**src/kdq_pkg.sv**
```systemverilog
package kdq_pkg;

    localparam int KEY_BITS    = 16;
    localparam int RECORD_BITS = 32;
    localparam int COUNT_BITS  = 5;

    localparam logic [2:0] CMD_PUSH_HEAD = 3'd0;
    localparam logic [2:0] CMD_PUSH_TAIL = 3'd1;
    localparam logic [2:0] CMD_POP_HEAD  = 3'd2;
    localparam logic [2:0] CMD_POP_TAIL  = 3'd3;
    localparam logic [2:0] CMD_SEARCH    = 3'd4;
    localparam logic [2:0] CMD_COUNT     = 3'd5;

    localparam logic [1:0] ST_OK        = 2'd0;
    localparam logic [1:0] ST_FULL      = 2'd1;
    localparam logic [1:0] ST_EMPTY     = 2'd2;
    localparam logic [1:0] ST_NOT_FOUND = 2'd3;

    typedef struct packed {
        logic [2:0]             command;
        logic [KEY_BITS-1:0]    key;
        logic [RECORD_BITS-1:0] record;
    } t_in;

    typedef struct packed {
        logic [1:0]             status;
        logic [RECORD_BITS-1:0] record_out;
        logic [COUNT_BITS-1:0]  entry_count;
    } t_out;

    typedef enum logic [1:0] {
        S_IDLE,
        S_EXEC,
        S_FETCH,
        S_CMP
    } t_state;

endpackage

```
**src/kdq_store.sv**
```systemverilog
module kdq_store #(
    parameter int DEPTH = 16
) (
    input  logic                                i_clk,
    input  logic                                i_wr_en,
    input  logic [$clog2(DEPTH)-1:0]            i_wr_addr,
    input  logic [kdq_pkg::KEY_BITS-1:0]        i_wr_key,
    input  logic [kdq_pkg::RECORD_BITS-1:0]     i_wr_record,
    input  logic [$clog2(DEPTH)-1:0]            i_rd_addr,
    output logic [kdq_pkg::KEY_BITS-1:0]        o_rd_key,
    output logic [kdq_pkg::RECORD_BITS-1:0]     o_rd_record
);

    logic [kdq_pkg::KEY_BITS-1:0]    r_keys    [DEPTH];
    logic [kdq_pkg::RECORD_BITS-1:0] r_records [DEPTH];

    always_ff @(posedge i_clk) begin
        if (i_wr_en) begin
            r_keys[i_wr_addr]    <= i_wr_key;
            r_records[i_wr_addr] <= i_wr_record;
        end
        o_rd_key    <= r_keys[i_rd_addr];
        o_rd_record <= r_records[i_rd_addr];
    end

endmodule

```
**src/keyed_deque_with_search_core.sv**
```systemverilog
// Push, count and failed commands finish in the execute state; pops go on through fetch and compare.
// A search passes through fetch and compare once per entry compared, for at most DEPTH entries.
// One item is in work at a time; busy is high until its result is strobed.
// The store's single read port and the one key comparator set the search rate.
// Synchronous active-low reset empties the list; the store itself is not cleared.
// Results are strobed for one cycle and the receiver cannot stall them.
module keyed_deque_with_search_core #(
    parameter int DEPTH = 16
) (
    input  logic          i_clk,
    input  logic          i_rst_n,
    input  logic          start,
    output logic          busy,
    input  kdq_pkg::t_in  i_item,
    output logic          o_strobe,
    output kdq_pkg::t_out o_result
);

    localparam int AW = $clog2(DEPTH);
    localparam int CW = $clog2(DEPTH + 1);

    kdq_pkg::t_state r_state, n_state;
    kdq_pkg::t_in    r_item;
    kdq_pkg::t_out   r_result, n_result;
    logic            r_strobe, n_strobe;
    logic [AW-1:0]   r_head, n_head;
    logic [CW-1:0]   r_count, n_count;
    logic [AW-1:0]   r_ptr, n_ptr;
    logic [CW-1:0]   r_idx, n_idx;

    logic                               w_wr_en;
    logic [AW-1:0]                      w_wr_addr;
    logic [kdq_pkg::KEY_BITS-1:0]       w_rd_key;
    logic [kdq_pkg::RECORD_BITS-1:0]    w_rd_record;

    logic          w_full, w_empty, w_match, w_last;
    logic [AW-1:0] w_head_dec, w_ptr_inc, w_tail, w_back;
    logic [AW:0]   w_sum, w_sum_m1;
    logic [AW+5:0] w_cnt_wide;
    logic          w_finish;

    kdq_store #(
        .DEPTH(DEPTH)
    ) u_store (
        .i_clk      (i_clk),
        .i_wr_en    (w_wr_en),
        .i_wr_addr  (w_wr_addr),
        .i_wr_key   (r_item.key),
        .i_wr_record(r_item.record),
        .i_rd_addr  (r_ptr),
        .o_rd_key   (w_rd_key),
        .o_rd_record(w_rd_record)
    );

    assign w_full     = (r_count == CW'(DEPTH));
    assign w_empty    = (r_count == '0);
    assign w_match    = (w_rd_key == r_item.key);
    assign w_last     = ((r_idx + CW'(1)) == r_count);
    assign w_head_dec = (r_head == '0) ? AW'(DEPTH - 1) : r_head - AW'(1);
    assign w_ptr_inc  = (r_ptr == AW'(DEPTH - 1)) ? '0 : r_ptr + AW'(1);
    assign w_sum      = (AW + 1)'(r_head) + (AW + 1)'(r_count);
    assign w_sum_m1   = w_sum - (AW + 1)'(1);
    assign w_tail     = (w_sum >= (AW + 1)'(DEPTH)) ?
                        AW'(w_sum - (AW + 1)'(DEPTH)) : AW'(w_sum);
    assign w_back     = (w_sum_m1 >= (AW + 1)'(DEPTH)) ?
                        AW'(w_sum_m1 - (AW + 1)'(DEPTH)) : AW'(w_sum_m1);
    assign w_cnt_wide = (AW + 6)'(n_count);

    always_comb begin
        w_finish = 1'b0;
        case (r_state)
            kdq_pkg::S_EXEC: begin
                case (r_item.command)
                    kdq_pkg::CMD_POP_HEAD,
                    kdq_pkg::CMD_POP_TAIL,
                    kdq_pkg::CMD_SEARCH: w_finish = w_empty;
                    default:             w_finish = 1'b1;
                endcase
            end
            kdq_pkg::S_CMP: begin
                w_finish = (r_item.command != kdq_pkg::CMD_SEARCH) || w_match || w_last;
            end
            default: w_finish = 1'b0;
        endcase
    end

    always_comb begin
        case (r_state)
            kdq_pkg::S_IDLE:  n_state = start ? kdq_pkg::S_EXEC : kdq_pkg::S_IDLE;
            kdq_pkg::S_EXEC:  n_state = w_finish ? kdq_pkg::S_IDLE : kdq_pkg::S_FETCH;
            kdq_pkg::S_FETCH: n_state = kdq_pkg::S_CMP;
            kdq_pkg::S_CMP:   n_state = w_finish ? kdq_pkg::S_IDLE : kdq_pkg::S_FETCH;
            default:          n_state = kdq_pkg::S_IDLE;
        endcase
    end

    always_comb begin
        n_head     = r_head;
        n_count    = r_count;
        n_ptr      = r_ptr;
        n_idx      = r_idx;
        w_wr_en    = 1'b0;
        w_wr_addr  = w_tail;
        n_strobe   = w_finish;
        n_result   = r_result;
        n_result.status     = kdq_pkg::ST_OK;
        n_result.record_out = '0;
        case (r_state)
            kdq_pkg::S_EXEC: begin
                case (r_item.command)
                    kdq_pkg::CMD_PUSH_HEAD: begin
                        if (w_full) begin
                            n_result.status = kdq_pkg::ST_FULL;
                        end else begin
                            w_wr_en   = 1'b1;
                            w_wr_addr = w_head_dec;
                            n_head    = w_head_dec;
                            n_count   = r_count + CW'(1);
                        end
                    end
                    kdq_pkg::CMD_PUSH_TAIL: begin
                        if (w_full) begin
                            n_result.status = kdq_pkg::ST_FULL;
                        end else begin
                            w_wr_en   = 1'b1;
                            w_wr_addr = w_tail;
                            n_count   = r_count + CW'(1);
                        end
                    end
                    kdq_pkg::CMD_POP_HEAD: begin
                        if (w_empty) begin
                            n_result.status = kdq_pkg::ST_EMPTY;
                        end else begin
                            n_ptr   = r_head;
                            n_head  = (r_head == AW'(DEPTH - 1)) ? '0 : r_head + AW'(1);
                            n_count = r_count - CW'(1);
                        end
                    end
                    kdq_pkg::CMD_POP_TAIL: begin
                        if (w_empty) begin
                            n_result.status = kdq_pkg::ST_EMPTY;
                        end else begin
                            n_ptr   = w_back;
                            n_count = r_count - CW'(1);
                        end
                    end
                    kdq_pkg::CMD_SEARCH: begin
                        n_result.status = kdq_pkg::ST_NOT_FOUND;
                        n_ptr = r_head;
                        n_idx = '0;
                    end
                    default: begin
                    end
                endcase
            end
            kdq_pkg::S_CMP: begin
                if (r_item.command != kdq_pkg::CMD_SEARCH) begin
                    n_result.record_out = w_rd_record;
                end else if (w_match) begin
                    n_result.record_out = w_rd_record;
                end else begin
                    n_result.status = kdq_pkg::ST_NOT_FOUND;
                    n_ptr = w_ptr_inc;
                    n_idx = r_idx + CW'(1);
                end
            end
            default: begin
            end
        endcase
        n_result.entry_count = w_cnt_wide[kdq_pkg::COUNT_BITS-1:0];
    end

    always_ff @(posedge i_clk) begin
        if (!i_rst_n) begin
            r_state  <= kdq_pkg::S_IDLE;
            r_strobe <= 1'b0;
            r_head   <= '0;
            r_count  <= '0;
        end else begin
            r_state  <= n_state;
            r_strobe <= n_strobe;
            r_head   <= n_head;
            r_count  <= n_count;
        end
    end

    always_ff @(posedge i_clk) begin
        if ((r_state == kdq_pkg::S_IDLE) && start) begin
            r_item <= i_item;
        end
        r_ptr <= n_ptr;
        r_idx <= n_idx;
        if (w_finish) begin
            r_result <= n_result;
        end
    end

    assign busy     = (r_state != kdq_pkg::S_IDLE);
    assign o_strobe = r_strobe;
    assign o_result = r_result;

endmodule
```
**config.mk**
```make
export PLATFORM = sky130hd
export DESIGN_NAME = keyed_deque_with_search_core
export DESIGN_NICKNAME = d
export VERILOG_FILES = /design/src/kdq_pkg.sv /design/src/kdq_store.sv /design/src/keyed_deque_with_search_core.sv
export SDC_FILE = /design/constraint.sdc
export NUM_CORES = 1
export LEC_CHECK = 0
export ABC_AREA = 1
export BUFFER_PORTS_ARGS = -buffer_cell sky130_fd_sc_hd__buf_2
export CORE_MARGIN = 1.5
export CORE_UTILIZATION = 56
export DETAILED_ROUTE_END_ITERATION = 7
export PLACE_DENSITY_LB_ADDON = 0.05
export SYNTH_ARGS = -nofsm -noshare
export SYNTH_HDL_FRONTEND = slang
export SYNTH_SLANG_ARGS = --single-unit
```
**constraint.sdc**
```tcl
create_clock -name i_clk -period 6.8 [get_ports i_clk]
set_clock_uncertainty 0.1 [all_clocks]
set_input_delay 1.02 -clock i_clk [delete_from_list [all_inputs] [get_ports i_clk]]
set_output_delay 1.02 -clock i_clk [all_outputs]
set_load 0.02 [all_outputs]
```
==> impl_metrics.env <==
export IMPL_synth_cell_types=40
export IMPL_syn_nets=2812
export IMPL_grt_max_degree=202
export IMPL_antenna_left=0
export IMPL_ir_worst_vdd_uv=291
export IMPL_grt_pass1_wl_um=127000
export IMPL_dr_first_iter_drc_count=1987
export IMPL_synth_top_cell_area_share_pct=72.6
export IMPL_arrival_ns=4.04
export IMPL_grt_ovfl_total=0
export IMPL_worst_setup_path_start_kind="register"
export IMPL_ys_top_cells_by_area="edfxtp_1, nand2_1, nor2_1"
export IMPL_worstHoldStart="u_store.o_rd_record[20]"
export IMPL_power_frac_seq_pct=52.0
export IMPL_cts_sink_count=927
export IMPL_dp_slack_ns=2.88
export IMPL_drt_first_pass_iters=5
export IMPL_cts_root_buffer_cell="clkbuf_16"
export IMPL_post_route_min_period_ns=3.87
export IMPL_fin_ws_ns=2.93
export IMPL_ys_ff_latch=927
export IMPL_multi_input_area_mm2=0.00748
export IMPL_die_w_um=256
export IMPL_drc=0
export IMPL_wirelength_um=83800
export IMPL_syn_area_mm2=0.0359
export IMPL_critPathLaunch="r_count[1]"
export IMPL_r2r_cells=10
export IMPL_routedWlPerCell_um=22.4
export IMPL_p_leak_nw=14.1
export IMPL_core_area_mm2=0.0632
export IMPL_min_path_type="register to register"
export IMPL_postCtsSetupBuffers=0
export IMPL_p_clk_share_pct=42.5
export IMPL_cts_resized=0
export IMPL_die_h_um=256
export IMPL_clkTransAtPathRegs_ns=0.06
export IMPL_viasPerCell=5.76
export IMPL_swShare_pct=21.8
export IMPL_end_kind="register"
export IMPL_r2r_end="u_store.r_records[11][13]"
export IMPL_p_sw_mw=2.74
export IMPL_worstSkewPairLatency_ns=0.64
export IMPL_start_util_pct=56.8
export IMPL_tightest_slew_ns=1.14
export IMPL_drv_slew=0
export IMPL_dp_hpwl_um=42300
export IMPL_die_area_mm2=0.0656
export IMPL_diodes=0
export IMPL_antenna_found_initial=0
export IMPL_fin_tns_setup_ns=0
export IMPL_seqCellArea_mm2=0.0272
export IMPL_ys_warn_count=0
export IMPL_cts_buffers=95
export IMPL_cts_max_level=3
export IMPL_crit_fanout=34
export IMPL_via_count=21600
export IMPL_yosysTopAreaCell="edfxtp_1"
export IMPL_crit_required_ns=6.96
export IMPL_finalCritPeriodShare_pct=56.9
export IMPL_setup_violations=0
export IMPL_holdWs_ns=0.427
export IMPL_powerDensity_mw_per_mm2=311
export IMPL_hold_buffers=0
export IMPL_cts_tree="built"
export IMPL_maxSlewHeadroom_pct=23.7
export IMPL_synthCells=2747
export IMPL_max_freq_mhz=258
export IMPL_run_status="finished, final reports clean"
export IMPL_gp_congestion=0.845
export IMPL_async_flop_share_pct=0
export IMPL_io_pins=95
export IMPL_fp_row_count=92
export IMPL_synth_edf_count=867
export IMPL_drive_gt1_share_pct=10.9
export IMPL_syn_avg_cell_area_um2=13.1
export IMPL_finalHoldViolations=0
export IMPL_synthToLayoutAreaGrowth_pct=12.3
export IMPL_grt_pass1_vias=21200
export IMPL_reg2reg_slack_ns=2.93
export IMPL_pwr_share_comb_pct=5.5
export IMPL_cts_buffer_depth=3
export IMPL_final_net_count=2886
export IMPL_rsz0062_at_grt="no"
export IMPL_cap_violations=0
export IMPL_reg2reg_from="r_count[1]"
export IMPL_synth_ff_type="edfxtp_1"
export IMPL_intPower_mw=9.81
export IMPL_num_fill_cells=4619
export IMPL_io_buffers=94
export IMPL_ys_seq_area_share_pct=75.9
export IMPL_worstSetupEndpoint="u_store.r_records[11][13]"
export IMPL_grt_usage_pct=25.6
export IMPL_crit_type="register to register"
-- metrics by stage --
stage	total power [mW]	std cells	utilization [%]	instance area, um2
after floorplan	7.06	2747	-	35900
after global placement	7.32	3570	58.6	37100
after detailed placement	7.34	3570	58.6	37100
after CTS	12.6	3746	63.8	40300
after global routing	12.9	3746	63.8	40300
final	12.5	3746	63.8	40300
-- Yosys cell counts, types with 39 or more instances --
master    count
a21oi_1      79
clkbuf_1     56
dfxtp_1      60
o221ai_1     41
nand3_1      93
nand2_1     528
buf_2        63
edfxtp_1    867
o22ai_1      57
o21ai_0     224
a311oi_1     39
nor2_1      323
inv_1       129
-- how the worst min path moves through the flow --
stage / end / slack (ns) / cells after the start
after global placement: o_result[11] / 0.41 / 2
final: o_result[25] / 0.43 / 2
after CTS: r_item[36] / 0.41 / 1
after floorplan: r_head[3] / 0.39 / 2
after global routing: r_item[37] / 0.41 / 1
after detailed placement: o_result[20] / 0.41 / 2
-- power by group through the flow --
stage	logic (mW)	registers (mW)	clock network, mW
after floorplan	0.437	6.62	0
after global placement	0.686	6.63	0
after detailed placement	0.697	6.64	0
after CTS	0.700	6.52	5.42
after global routing	0.767	6.54	5.63
final	0.695	6.52	5.33
-- routing by layer --
metal	global-route usage, %	vias to the layer above	routed length, um	part of all wire (%)
met2	42.7	665	40900	49
met3	4.24	145	4770	5.7
li1	-	10100	-	-
met1	34.7	10700	35800	43
met4	8.07	0	2400	2.9
met5	0	-	0	0
-- area by class of cell --
| cell class | instances | area share, % |
|---|---|---|
| clock buffer | 125 | 6.56 |
| clock inverter | 51 | 1.47 |
| inverter | 137 | 1.30 |
| multi-input combinational | 1532 | 18.6 |
| sequential | 927 | 67.6 |
| tap | 846 | 2.63 |
| timing repair buffer | 128 | 1.89 |
-- registers in the layout (all words and copies together) (netlist names), named ones only --
| name | flops |
|---|---|
| u_store.r_records | 512 |
| r_state | 1 |
| r_idx | 5 |
| u_store.o_rd_key | 16 |
| r_count | 5 |
| r_head | 4 |
| r_item | 51 |
| u_store.o_rd_record | 32 |
| o_strobe | 1 |
| r_ptr | 4 |
| o_result | 39 |
| u_store.r_keys | 256 |
-- layout by cell type (no fill, tap or decap), drive strengths merged, types with 41 or more instances in the layout --
master and n:
o21ai 263, buf 128, o22ai 57, a21oi 79, nor2 327, dfxtp 60, o221ai 41, clkbuf 125
inv 137, nand3 94, nand2 532, edfxtp 867
-- worst max-delay path: stages, from the launching register on --
cell	delay (ns)
dfxtp_1	0.47
inv_1	0.12
ha_1	0.24
nand2_1	0.09
nor2_2	0.04
nand2_2	0.13
nand2_1	0.11
nor2_1	0.32
nand3_1	0.42
nor2_4	0.68
buf_4	0.74
-- logic make-up after synthesis --
family / Yosys count / share of synthesized area [%]
AOI/OAI and AO/OA: 523 / 8.81
buffers and inverters: 288 / 3.62
adders and majority gates: 11 / 0.404
and+or+nand+nor: 982 / 10.9
DFF: 927 / 75.9
xor gates and xnor gates: 16 / 0.391
No activity file was read; power rests on OpenSTA's default activity.
